### config.mk
export PLATFORM = sky130hd
export DESIGN_NAME = pncs_ctrl
export DESIGN_NICKNAME = d
export VERILOG_FILES = /design/src/design/pncs_pkg.sv /design/src/design/pncs_ctrl.sv
export VERILOG_INCLUDE_DIRS = /design/src /design/src/design
export SDC_FILE = /design/constraint.sdc
export NUM_CORES = 1
export LEC_CHECK = 0
export ABC_AREA = 1
export BUFFER_PORTS_ARGS = -buffer_cell sky130_fd_sc_hd__clkbuf_2
export CELL_PAD_IN_SITES_DETAIL_PLACEMENT = 1
export CELL_PAD_IN_SITES_GLOBAL_PLACEMENT = 1
export CORE_MARGIN = 2
export CORE_UTILIZATION = 40
export DETAILED_ROUTE_END_ITERATION = 12
export PLACE_DENSITY_LB_ADDON = 0.12
export RECOVER_POWER = 100
export SLEW_MARGIN = 15
export SYNTH_ARGS = -nofsm -noshare
export SYNTH_HDL_FRONTEND = slang
export SYNTH_SLANG_ARGS = --single-unit
### constraint.sdc
create_clock -name clk -period 3.3 [get_ports clk]
set_clock_uncertainty 0.1 [all_clocks]
set_input_delay 0 -clock clk [delete_from_list [all_inputs] [get_ports clk]]
set_output_delay 0 -clock clk [all_outputs]
set_load 0.05 [all_outputs]
### src/design/palette_nearest_color_search_macros.svh
// Assertion macros shared by the palette search RTL.
// Expects clk and rst_n in the scope of each use; no other dependencies.
`ifndef PALETTE_NEAREST_COLOR_SEARCH_MACROS_SVH
`define PALETTE_NEAREST_COLOR_SEARCH_MACROS_SVH

// same-cycle implication
`define PNCS_ASSERT_NOW(lbl, ante, cons, msg) \
  lbl: assert property (@(posedge clk) disable iff (!rst_n) (ante) |-> (cons)) \
    else $error(msg);

// next-cycle implication
`define PNCS_ASSERT_NEXT(lbl, ante, cons, msg) \
  lbl: assert property (@(posedge clk) disable iff (!rst_n) (ante) |=> (cons)) \
    else $error(msg);

`endif

### src/design/pncs_pkg.sv
// Package for the palette nearest color search: widths, codes, color space
// coefficients and the controller/datapath command and status structs.
// No dependencies.
`default_nettype none

package pncs_pkg;

  localparam int PALETTE_DEPTH_DEFAULT = 256;

  localparam int COUNT_W = 9;
  localparam int COEF_W  = 17;
  localparam int DIFF_W  = 9;
  localparam int PROD_W  = COEF_W + DIFF_W;
  localparam int SQ_FULL_W = 2 * PROD_W;
  localparam int SQ_W    = 50;
  localparam int DIST_W  = 52;

  localparam logic KIND_LOAD  = 1'b0;
  localparam logic KIND_QUERY = 1'b1;

  localparam logic CFG_IDX_COUNT = 1'b0;
  localparam logic CFG_IDX_MODE  = 1'b1;

  // Q2.15 coefficients [mode][row][column], columns r, g, b
  localparam logic signed [COEF_W-1:0] COEF_TABLE [4][3][3] = '{
    '{ '{ 17'sd32768,  17'sd0,      17'sd0     },
       '{ 17'sd0,      17'sd32768,  17'sd0     },
       '{ 17'sd0,      17'sd0,      17'sd32768 } },
    '{ '{ 17'sd9798,   17'sd19235,  17'sd3736  },
       '{ -17'sd5529,  -17'sd10855, 17'sd16384 },
       '{ 17'sd16384,  -17'sd13720, -17'sd2664 } },
    '{ '{ 17'sd9798,   17'sd19235,  17'sd3736  },
       '{ 17'sd19520,  -17'sd8993,  -17'sd10527 },
       '{ 17'sd6929,   -17'sd17124, 17'sd10202 } },
    '{ '{ 17'sd9798,   17'sd19235,  17'sd3736  },
       '{ -17'sd4820,  -17'sd9464,  17'sd14284 },
       '{ 17'sd20375,  -17'sd17061, -17'sd3313 } }
  };

  typedef struct packed {
    logic write;
    logic capture;
    logic issue;
    logic first;
    logic last;
    logic publish;
  } cmd_t;

  typedef struct packed {
    logic found;
    logic out_free;
  } status_t;

endpackage

`default_nettype wire

### src/design/pncs_ctrl.sv
// Controller for the palette search: accepts beats, sequences the entry
// sweep and hands the result to the output register.
// Depends on pncs_pkg and palette_nearest_color_search_macros.svh.
`default_nettype none
`include "palette_nearest_color_search_macros.svh"

module pncs_ctrl #(
  parameter int DEPTH  = pncs_pkg::PALETTE_DEPTH_DEFAULT,
  parameter int ADDR_W = $clog2(DEPTH),
  parameter int CNT_W  = $clog2(DEPTH + 1)
) (
  input  wire logic                         clk,
  input  wire logic                         rst_n,
  input  wire logic                         in_valid,
  output logic                              in_stall,
  input  wire logic                         in_kind,
  input  wire logic [7:0]                   in_pixel_alpha,
  input  wire logic [pncs_pkg::COUNT_W-1:0] palette_count,
  output pncs_pkg::cmd_t                    cmd,
  output logic [ADDR_W-1:0]                 rd_addr,
  input  wire pncs_pkg::status_t            status
);

  localparam int CMP_W = (CNT_W > pncs_pkg::COUNT_W) ? CNT_W : pncs_pkg::COUNT_W;

  localparam logic [1:0] ST_IDLE    = 2'd0;
  localparam logic [1:0] ST_SEARCH  = 2'd1;
  localparam logic [1:0] ST_DRAIN   = 2'd2;
  localparam logic [1:0] ST_PUBLISH = 2'd3;

  logic [1:0]        state_r, state_nxt;
  logic [ADDR_W-1:0] addr_r, addr_nxt;
  logic [ADDR_W-1:0] last_addr_r, last_addr_nxt;
  logic [CMP_W-1:0]  count_ext;
  logic [CNT_W-1:0]  span;
  logic              accept;

  assign in_stall = (state_r != ST_IDLE);
  assign accept   = in_valid && !in_stall;
  assign rd_addr  = addr_r;
  assign count_ext = CMP_W'(palette_count);

  always_comb begin
    if (in_pixel_alpha == 8'd0 || palette_count == '0) begin
      span = CNT_W'(1);
    end else if (count_ext > CMP_W'(DEPTH)) begin
      span = CNT_W'(DEPTH);
    end else begin
      span = CNT_W'(count_ext);
    end
  end

  always_comb begin
    state_nxt     = state_r;
    addr_nxt      = addr_r;
    last_addr_nxt = last_addr_r;
    cmd           = '0;
    case (state_r)
      ST_IDLE: begin
        if (accept) begin
          if (in_kind == pncs_pkg::KIND_LOAD) begin
            cmd.write = 1'b1;
          end else begin
            cmd.capture   = 1'b1;
            addr_nxt      = '0;
            last_addr_nxt = ADDR_W'(span - CNT_W'(1));
            state_nxt     = ST_SEARCH;
          end
        end
      end
      ST_SEARCH: begin
        cmd.issue = 1'b1;
        cmd.first = (addr_r == '0);
        cmd.last  = (addr_r == last_addr_r);
        if (addr_r == last_addr_r) begin
          state_nxt = ST_DRAIN;
        end else begin
          addr_nxt = addr_r + ADDR_W'(1);
        end
      end
      ST_DRAIN: begin
        if (status.found) begin
          state_nxt = ST_PUBLISH;
        end
      end
      ST_PUBLISH: begin
        if (status.out_free) begin
          cmd.publish = 1'b1;
          state_nxt   = ST_IDLE;
        end
      end
      default: begin
        state_nxt = ST_IDLE;
      end
    endcase
  end

  always_ff @(posedge clk) begin
    if (!rst_n) begin
      state_r <= ST_IDLE;
    end else begin
      state_r <= state_nxt;
    end
    addr_r      <= addr_nxt;
    last_addr_r <= last_addr_nxt;
  end

  `PNCS_ASSERT_NOW(a_publish_space, cmd.publish, status.out_free, "publish without space")
  `PNCS_ASSERT_NEXT(a_sweep_ends, cmd.issue && cmd.last, !cmd.issue, "sweep runs past last")
  `PNCS_ASSERT_NOW(a_found_drain, status.found, state_r == ST_DRAIN, "result outside drain")

endmodule

`default_nettype wire

* Yosys cells after proc, flatten, opt, wreduce, memory -nomap -nowiden
Index checks and enable logic that the tools add are counted.
W data, S select, Z words.
** Word-level totals
- Input bits :: 23
- Logic and storage cells :: 47
- Register bits :: 18
** Cells by class
- Mux-type cells :: 19
- Reduce and logical (&&, ||, !) cells :: 12
- $add $sub $neg :: 2
- Eq/ne operators :: 10
- Order comparisons :: 1
** Operator list (number)
- $mux W8 :: 5
- $logic_not A8 Y1 :: 2
- $pmux W8 S2 :: 1
- $mux W2 :: 7
- $ne A2 B2 Y1 const B :: 6
- $gt A9 B9 Y1 const B :: 1
- $logic_not A9 Y1 :: 1
- $add A8 B1 Y8 const B :: 1
- $eq A8 B8 Y1 :: 1
- $pmux W2 S4 :: 1
- $sub A8 B1 Y8 const B :: 1
- $reduce_and A5 Y1 :: 1
- $eq A2 B2 Y1 const B :: 2
- $mux W1 :: 4
- $reduce_and A4 Y1 :: 1
- $reduce_bool A2 Y1 :: 2
- $mux W3 :: 1
- $reduce_and A3 Y1 :: 1
- $eq A2 B1 Y1 const B :: 1
- $logic_not A2 Y1 :: 1
- $logic_and A1 B1 Y1 :: 1
- $logic_not A1 Y1 :: 1
- $logic_or A1 B1 Y1 :: 1

* Depth between registers and ports, before layout
Gate-level depths: netlist of the first run.
- Depth after elaboration :: 5
- Depth in mapped cells :: 10
- Gate-level depth less buffers :: 10

* Worst setup path before layout of the first run
Ideal clock, no wire load.
- Path type :: register -> output
- Start :: register state_r[1]
- End :: output cmd[2] (netlist name)
- Buffers on the path :: 1
- Stages on the path, launching flop included :: 6
- Setup slack :: 501 ps
- Arrival time :: 2699 ps
- Required time :: 3200 ps
- Path through :: dfxtp_1 > inv_1 > ha_1 > clkbuf_1 > nand2_1 > nor4_1
** RTL lines
- start: declaration :: line pncs_ctrl.sv:31 : logic [1:0] state_r, state_nxt;
- start signal: assignment :: line pncs_ctrl.sv:102 : state_r <= state_nxt;
- end: declaration :: line pncs_ctrl.sv:19 : output pncs_pkg::cmd_t cmd,

==> impl_metrics.tcl, run 1 <==
set metrics [dict create \
    yosysMostFrequentCell "nand2_1" \
    synthesis.nets 211 \
    cp.arrival_ns 2.16 \
    relSlewSlack_pct 47.1 \
    synth_seq_cells 18 \
    swShare_pct 53.6 \
    n_antenna_cell 0 \
    synth.largest_area_cell "edfxtp_1" \
    htreeDepth 1 \
    drt-initial-drc-count 75 \
    ys_seq_area_share_pct 37.5 \
    min_path_type "in2reg" \
    syn2layout_area_growth_pct 17.1 \
    slowest_stage "nor2_1" \
    gp_congestion 0.772 \
    endpoint_kind "output port" \
    path_clk_slew_ns 0.11 \
    hpwl_um 2900 \
    drcViolationCount 0 \
    cts_tree "done" \
    grt_pass1_wl_um 6000 \
    cts_setup_buffers 0 \
    drt-vias-per-instance 4.78 \
    root_buffer "clkbuf_4" \
    cpMostUsedCell "inv_1" \
    path_max_fanout 9 \
    rsz0062_at_grt "false" \
    drive_above_1_share_pct 18.9 \
    start_util_pct 41.5 \
    path_class "reg2out" \
    antenna_found_initial 0 \
    io_buffers 37 \
    routed_wl_um 3400 \
    grt_overflow_total 0 \
    place_inst 263 \
    drv_cap 0 \
    clock_path_buffers 2 \
    slew_viol_final 0 \
    combPwrFrac_pct 54.3 \
    p_leak_nw 0.755 \
    cp_cell_sequence "inv_1 > ha_1 > inv_1 > nor2_1 > clkbuf_1" \
    post-route-min-period_ns 2.26 \
    num_rows 21 \
    intPower_mw 0.595 \
    via_count 1282 \
    syn_inst 181 \
    dominantRegCellSynth "edfxtp_1" \
    ys_top_cells_by_count "nand2_1, nor2_1, inv_1" \
    gr-usage-all-layers_pct 19.3 \
    final_nets 253 \
    synth_edf_count 16 \
    max_stage_delay_ns 0.58 \
    p_switching_mw 0.686 \
    syn_area_sq_um 1390 \
    setup_violations 0 \
    ys_warn_count 0 \
    period_share_pct 68.4 \
    postRouteAntennaNets 0 \
    worst_pin_slew_ns 0.794 \
    ys_types 26 \
    final_cells 268 \
    hold_violations 0 \
    core_sq_um 3340 \
    numCtsBuffers 3 \
    power_density_nw_per_um2 789 \
    clk_latency_ns 0.30 \
    max_freq_ghz 0.443 \
    synthArstFlopShare_pct 0 \
    fp.dieW_um 62.9 \
    yosys.area.top_type_share_pct 34.7 \
    required_ns 3.20 \
    die_h_um 62.9 \
    clkPwrFrac_pct 10.9 \
    startpoint_type "flip-flop" \
    status "finished clean" \
    finalSetupTns_ns 0 \
    cts.sinks 18 \
    ioPinCount 38 \
    dieArea_sq_um 3950 \
    drtPass1Iterations 4 \
    avgSynthCellArea_sq_um 7.66 \
    grt_max_degree 11 \
    synthTopCellsByArea "edfxtp_1, nand2_1, nor2_1" \
    routedWlPerCell_um 12.7 \
    grt_pass1_vias 1285 \
    ir_drop_mv 0.484 \
    pwr-share-seq_pct 34.9 \
]
==> flip-flops by register name, summed over array words and instances (netlist names) <==
| name | count |
|---|---|
| last_addr_r | 8 |
| rd_addr | 8 |
| state_r | 2 |
==> cell usage in the layout (no fill, tap or decap) <==
cell type / count
a211oi_1: 1
nand2_2: 6
edfxtp_1: 16
nor2_2: 5
inv_1: 27
o21ai_2: 1
nand4_1: 5
or2_0: 1
ha_1: 7
xnor2_1: 2
clkbuf_8: 1
inv_2: 1
clkbuf_2: 21
nor4_1: 1
xor2_1: 6
nand3_1: 11
a21oi_1: 10
o21a_1: 1
nor2_4: 2
nor2_1: 30
clkbuf_4: 3
dlygate4sd3_1: 1
o21ai_0: 5
a221oi_1: 1
clkbuf_1: 17
nand2_4: 2
dfxtp_1: 2
nand2_1: 36
==> metrics by stage <==
stage / power (mW) / cell area, sq um / hold WS [ns] / util [%] / setup slack, ns
2_1_floorplan: 0.989 / 1390 / 0.0207 / - / 0.501
3_3_place_gp: 1.15 / 1630 / 0.122 / 48.8 / 1.59
3_5_place_dp: 1.18 / 1630 / 0.143 / 48.8 / 1.48
4_1_cts: 1.33 / 1670 / 0.0404 / 50.2 / 1.13
5_1_grt: 1.40 / 1620 / 0.0686 / 48.7 / 0.809
6_report: 1.28 / 1620 / 0.0242 / 48.7 / 1.04
==> layout make-up <==
class	count	area (sq um)
well taps	46	57.6
flip-flops and latches	18	520
inverters	28	105
clock buffers	4	36.3
repair buffers	39	179
fillers	460	1710
multi-input cells	133	726
==> cells by family after synthesis <==
kind of cell	count (synthesis)	synth area share, %
AND/OR/NAND/NOR	99	34.3
buffers and inverters	30	8.21
AO/OA/AOI/OAI	19	8.57
flip-flops	18	37.5
XOR/XNOR	8	5.05
adder cells (fa/ha/maj)	7	6.32
==> power by group through the flow <==
stage	combinational, mW	sequential (mW)	clock, mW
finish	0.695	0.446	0.139
global route	0.775	0.468	0.155
CTS	0.734	0.449	0.142
detailed placement	0.729	0.455	0
global placement	0.704	0.446	0
floorplan	0.398	0.591	0
==> worst paths after layout <==
kind,from,cells past startpoint,slack (ns),end
setup / recovery,state_r[0]$_SDFFE_PN0P_,5,1.04,cmd[4]
hold / removal,palette_count[0],4,0.02,last_addr_r[0]$_DFFE_PP_
setup reg to reg,state_r[1]$_SDFFE_PN0P_,5,1.27,rd_addr[5]$_SDFFCE_PN0P_
hold reg to reg,state_r[1]$_SDFFE_PN0P_,2,0.46,state_r[1]$_SDFFE_PN0P_
==> critical path: cells and delay by family (launching register included) <==
kind	cells	cell delay, ns
adders and majority gates	1	0.20
buffers and inverters	3	0.72
DFF	1	0.36
and+or+nand+nor	1	0.58
==> layer usage <==
layer  vias up  share of wire, %  track usage [%]
li1        664                 -                -
met1       582                45             24.9
met2        30                49             32.0
met3         6               4.1             3.60
met4         0               1.4             6.67
met5         -                 0                0
==> timing repair <==
item                                   CTS  global route
endpoints found under the hold margin    2             0
resized for setup                        0             0
hold buffers                             1             0
setup endpoints to repair                0             0
(Power assumes the default switching activity.)
==> inputs of run 2 (changes only) <==
--- a/config.mk
+++ b/config.mk
@@ -6,12 +6,12 @@
 export SDC_FILE = /design/constraint.sdc
 export NUM_CORES = 1
 export LEC_CHECK = 0
-export ABC_AREA = 1
+export ABC_AREA = 0
 export BUFFER_PORTS_ARGS = -buffer_cell sky130_fd_sc_hd__clkbuf_2
 export CELL_PAD_IN_SITES_DETAIL_PLACEMENT = 1
 export CELL_PAD_IN_SITES_GLOBAL_PLACEMENT = 1
 export CORE_MARGIN = 2
-export CORE_UTILIZATION = 40
+export CORE_UTILIZATION = 38
 export DETAILED_ROUTE_END_ITERATION = 12
 export PLACE_DENSITY_LB_ADDON = 0.12
 export RECOVER_POWER = 100
==> constraint.sdc (replaced) <==
create_clock -name clk -period 2.1 [get_ports clk]
set_clock_uncertainty 0.1 [all_clocks]
set_input_delay 0 -clock clk [delete_from_list [all_inputs] [get_ports clk]]
set_output_delay 0 -clock clk [all_outputs]
set_load 0.05 [all_outputs]
==> run 2 against run 1 <==
  * Worst hold slack gained 0.0060 ns
  * Clock power rose by 29%
  * Die area down 3.0%
  * Sequential share of layout area shrank 0.29 points
  * Register-to-register slack worse by 1.1 ns
  * Area after synthesis fell by 8.0%
  * Non-clock buffer count rose by 9
  * Final cell count decreased by 15%
  * Cell area grew 0.92%
  * Highest routed layer unchanged
==> impl_metrics.tcl, run 2 <==
set metrics [dict create \
    status "finished clean" \
    clock_path_buffers 2 \
    max_freq_ghz 0.508 \
    path_max_fanout 11 \
    drive_above_1_share_pct 23.2 \
    hpwl_um 2580 \
    startpoint_type "flip-flop" \
    path_clk_slew_ns 0.11 \
    numCtsBuffers 3 \
    die_h_um 61.9 \
    cts_tree "done" \
    ys_types 38 \
    post-route-min-period_ns 1.97 \
    fin_util_pct 49.9 \
    io_buffers 37 \
    gr-usage-all-layers_pct 17.6 \
    via_count 1174 \
    cts.sinks 18 \
    ys_seq_area_share_pct 40.8 \
    syn_area_sq_um 1270 \
    period_share_pct 93.7 \
    num_rows 21 \
    ys_warn_count 0 \
    power_density_nw_per_um2 1300 \
    grt_max_degree 12 \
    ff_latch_area_sq_um 520 \
    gp_congestion 0.787 \
    grt_pass1_wl_um 4970 \
    cp.arrival_ns 1.88 \
    routed_wl_um 3180 \
    start_util_pct 38.8 \
    ioPinCount 38 \
    hold_violations 0 \
    ir_drop_mv 0.346 \
    fillCellCount 395 \
    yosysMostFrequentCell "edfxtp_1" \
    synthArstFlopShare_pct 0 \
    drt-initial-drc-count 18 \
    min_path_type "in2reg" \
    n_antenna_cell 0 \
    synth.largest_area_cell "edfxtp_1" \
    fp.dieW_um 61.9 \
    p_leak_nw 0.640 \
    finalSetupTns_ns 0 \
    path_class "reg2reg" \
    multi_input_area_sq_um 734 \
    ys_top_cells_by_count "edfxtp_1, nor2_1, xnor2_1" \
    yosys.area.top_type_share_pct 37.7 \
    root_buffer "clkbuf_4" \
    required_ns 2.01 \
    drtPass1Iterations 4 \
    synthesis.nets 163 \
    drt-vias-per-instance 5.17 \
    dominantRegCellSynth "edfxtp_1" \
    layout_commonest_cell "clkbuf_2" \
    synthTopCellsByArea "edfxtp_1, xnor2_1, ha_1" \
    drv_cap 0 \
    synth_seq_cells 18 \
    final_cell_mix "clkbuf_2, clkbuf_1, edfxtp_1, nor2_1" \
    rsz0062_at_grt "false" \
    avgSynthCellArea_sq_um 9.59 \
    htreeDepth 1 \
    syn2layout_area_growth_pct 28.6 \
    drcViolationCount 0 \
    antenna_found_initial 0 \
    grt_overflow_total 0 \
    final_nets 212 \
    core_sq_um 3280 \
    synth_edf_count 16 \
    relSlewSlack_pct 59.9 \
    routedWlPerCell_um 14.0 \
    postRouteAntennaNets 0 \
    worst_pin_slew_ns 0.604 \
    dieArea_sq_um 3830 \
    endpoint_kind "flip-flop" \
    slew_viol_final 0 \
    grt_pass1_vias 1114 \
    finalPower_mw 2.13 \
    clk_latency_ns 0.29 \
    setup_violations 0 \
    syn_inst 133 \
]
run 2: cell count changes in the layout (fill, tap and decap cells not counted), moves of 5 or more:
cell,delta
inv_1,-16
xnor2_1,+9
nand2_1,-30
nor2_1,-18
nand2_2,-6
buf_4,+6
o21ai_0,-5
nor2_2,-5
a21oi_1,-5
run 2: worst max-delay path: stages (launching register included):
cell	delay, ns
dfxtp_1	0.42
inv_1	0.08
ha_1	0.25
inv_1	0.39
nor3_4	0.08
a211oi_4	0.21
buf_12	0.16
run 2: cell families after synthesis:
group / Yosys count / synth area share, %
flip-flops: 18 / 40.8
AO/OA/AOI/OAI: 20 / 11.1
adder cells (fa/ha/maj): 7 / 6.87
XOR/XNOR: 16 / 11.0
multiplexers: 2 / 1.67
buffers and inverters: 15 / 4.51
AND/OR/NAND/NOR: 55 / 24.0
run 2: layer usage:
metal  track usage, %  share of wire (%)  up-vias
met3             1.24                1.8        4
met1             22.3                 45      561
met5                0                  0        -
met2             31.4                 53       22
li1                 -                  -      587
met4             6.38                1.1        0
run 2: metrics by stage:
step	setup WS, ns	instance area, sq um	hold WS [ns]	cells
floorplan	-0.0869	1320	0.0757	133
global placement	0.0898	1630	0.256	222
detailed placement	0.0214	1630	0.276	222
CTS	0.0716	1670	0.0227	227
global route	0.00424	1640	0.0603	227
finish	0.132	1640	0.0302	227
run 2: cell type report:
| class | instances | area share, % |
|---|---|---|
| inverters | 11 | 2.52 |
| clock buffers | 4 | 1.60 |
| multi-input cells | 100 | 44.8 |
| well taps | 46 | 3.51 |
| repair buffers | 48 | 15.8 |
| flip-flops and latches | 18 | 31.8 |
run 2: worst paths after layout:
kind | from | end | slack, ns | cells after the start
worst max-delay path | state_r[1]$_SDFFE_PN0P_ | rd_addr[1]$_SDFFCE_PN0P_ | 0.13 | 6
worst min-delay path | palette_count[5] | last_addr_r[5]$_DFFE_PP_ | 0.03 | 3
worst max register to register | state_r[1]$_SDFFE_PN0P_ | rd_addr[1]$_SDFFCE_PN0P_ | 0.13 | 6
worst min register to register | state_r[0]$_SDFFE_PN0P_ | state_r[0]$_SDFFE_PN0P_ | 0.47 | 2
run 2: repair_timing:
item                                    4_1_cts  5_1_grt
setup buffers                                 0        0
resized for setup                             0        4
endpoints found under the hold margin         1        0
hold buffers                                  1        0
endpoints found under the setup margin        0        2
run 2: where the power goes:
part           leakage (nW)  switching [mW]  internal (mW)  total [mW]
Clock                0.0150           0.106         0.0738       0.180
Combinational         0.457           0.830          0.412        1.24
Sequential            0.168           0.153          0.551       0.704
Total                 0.640            1.09           1.04        2.13
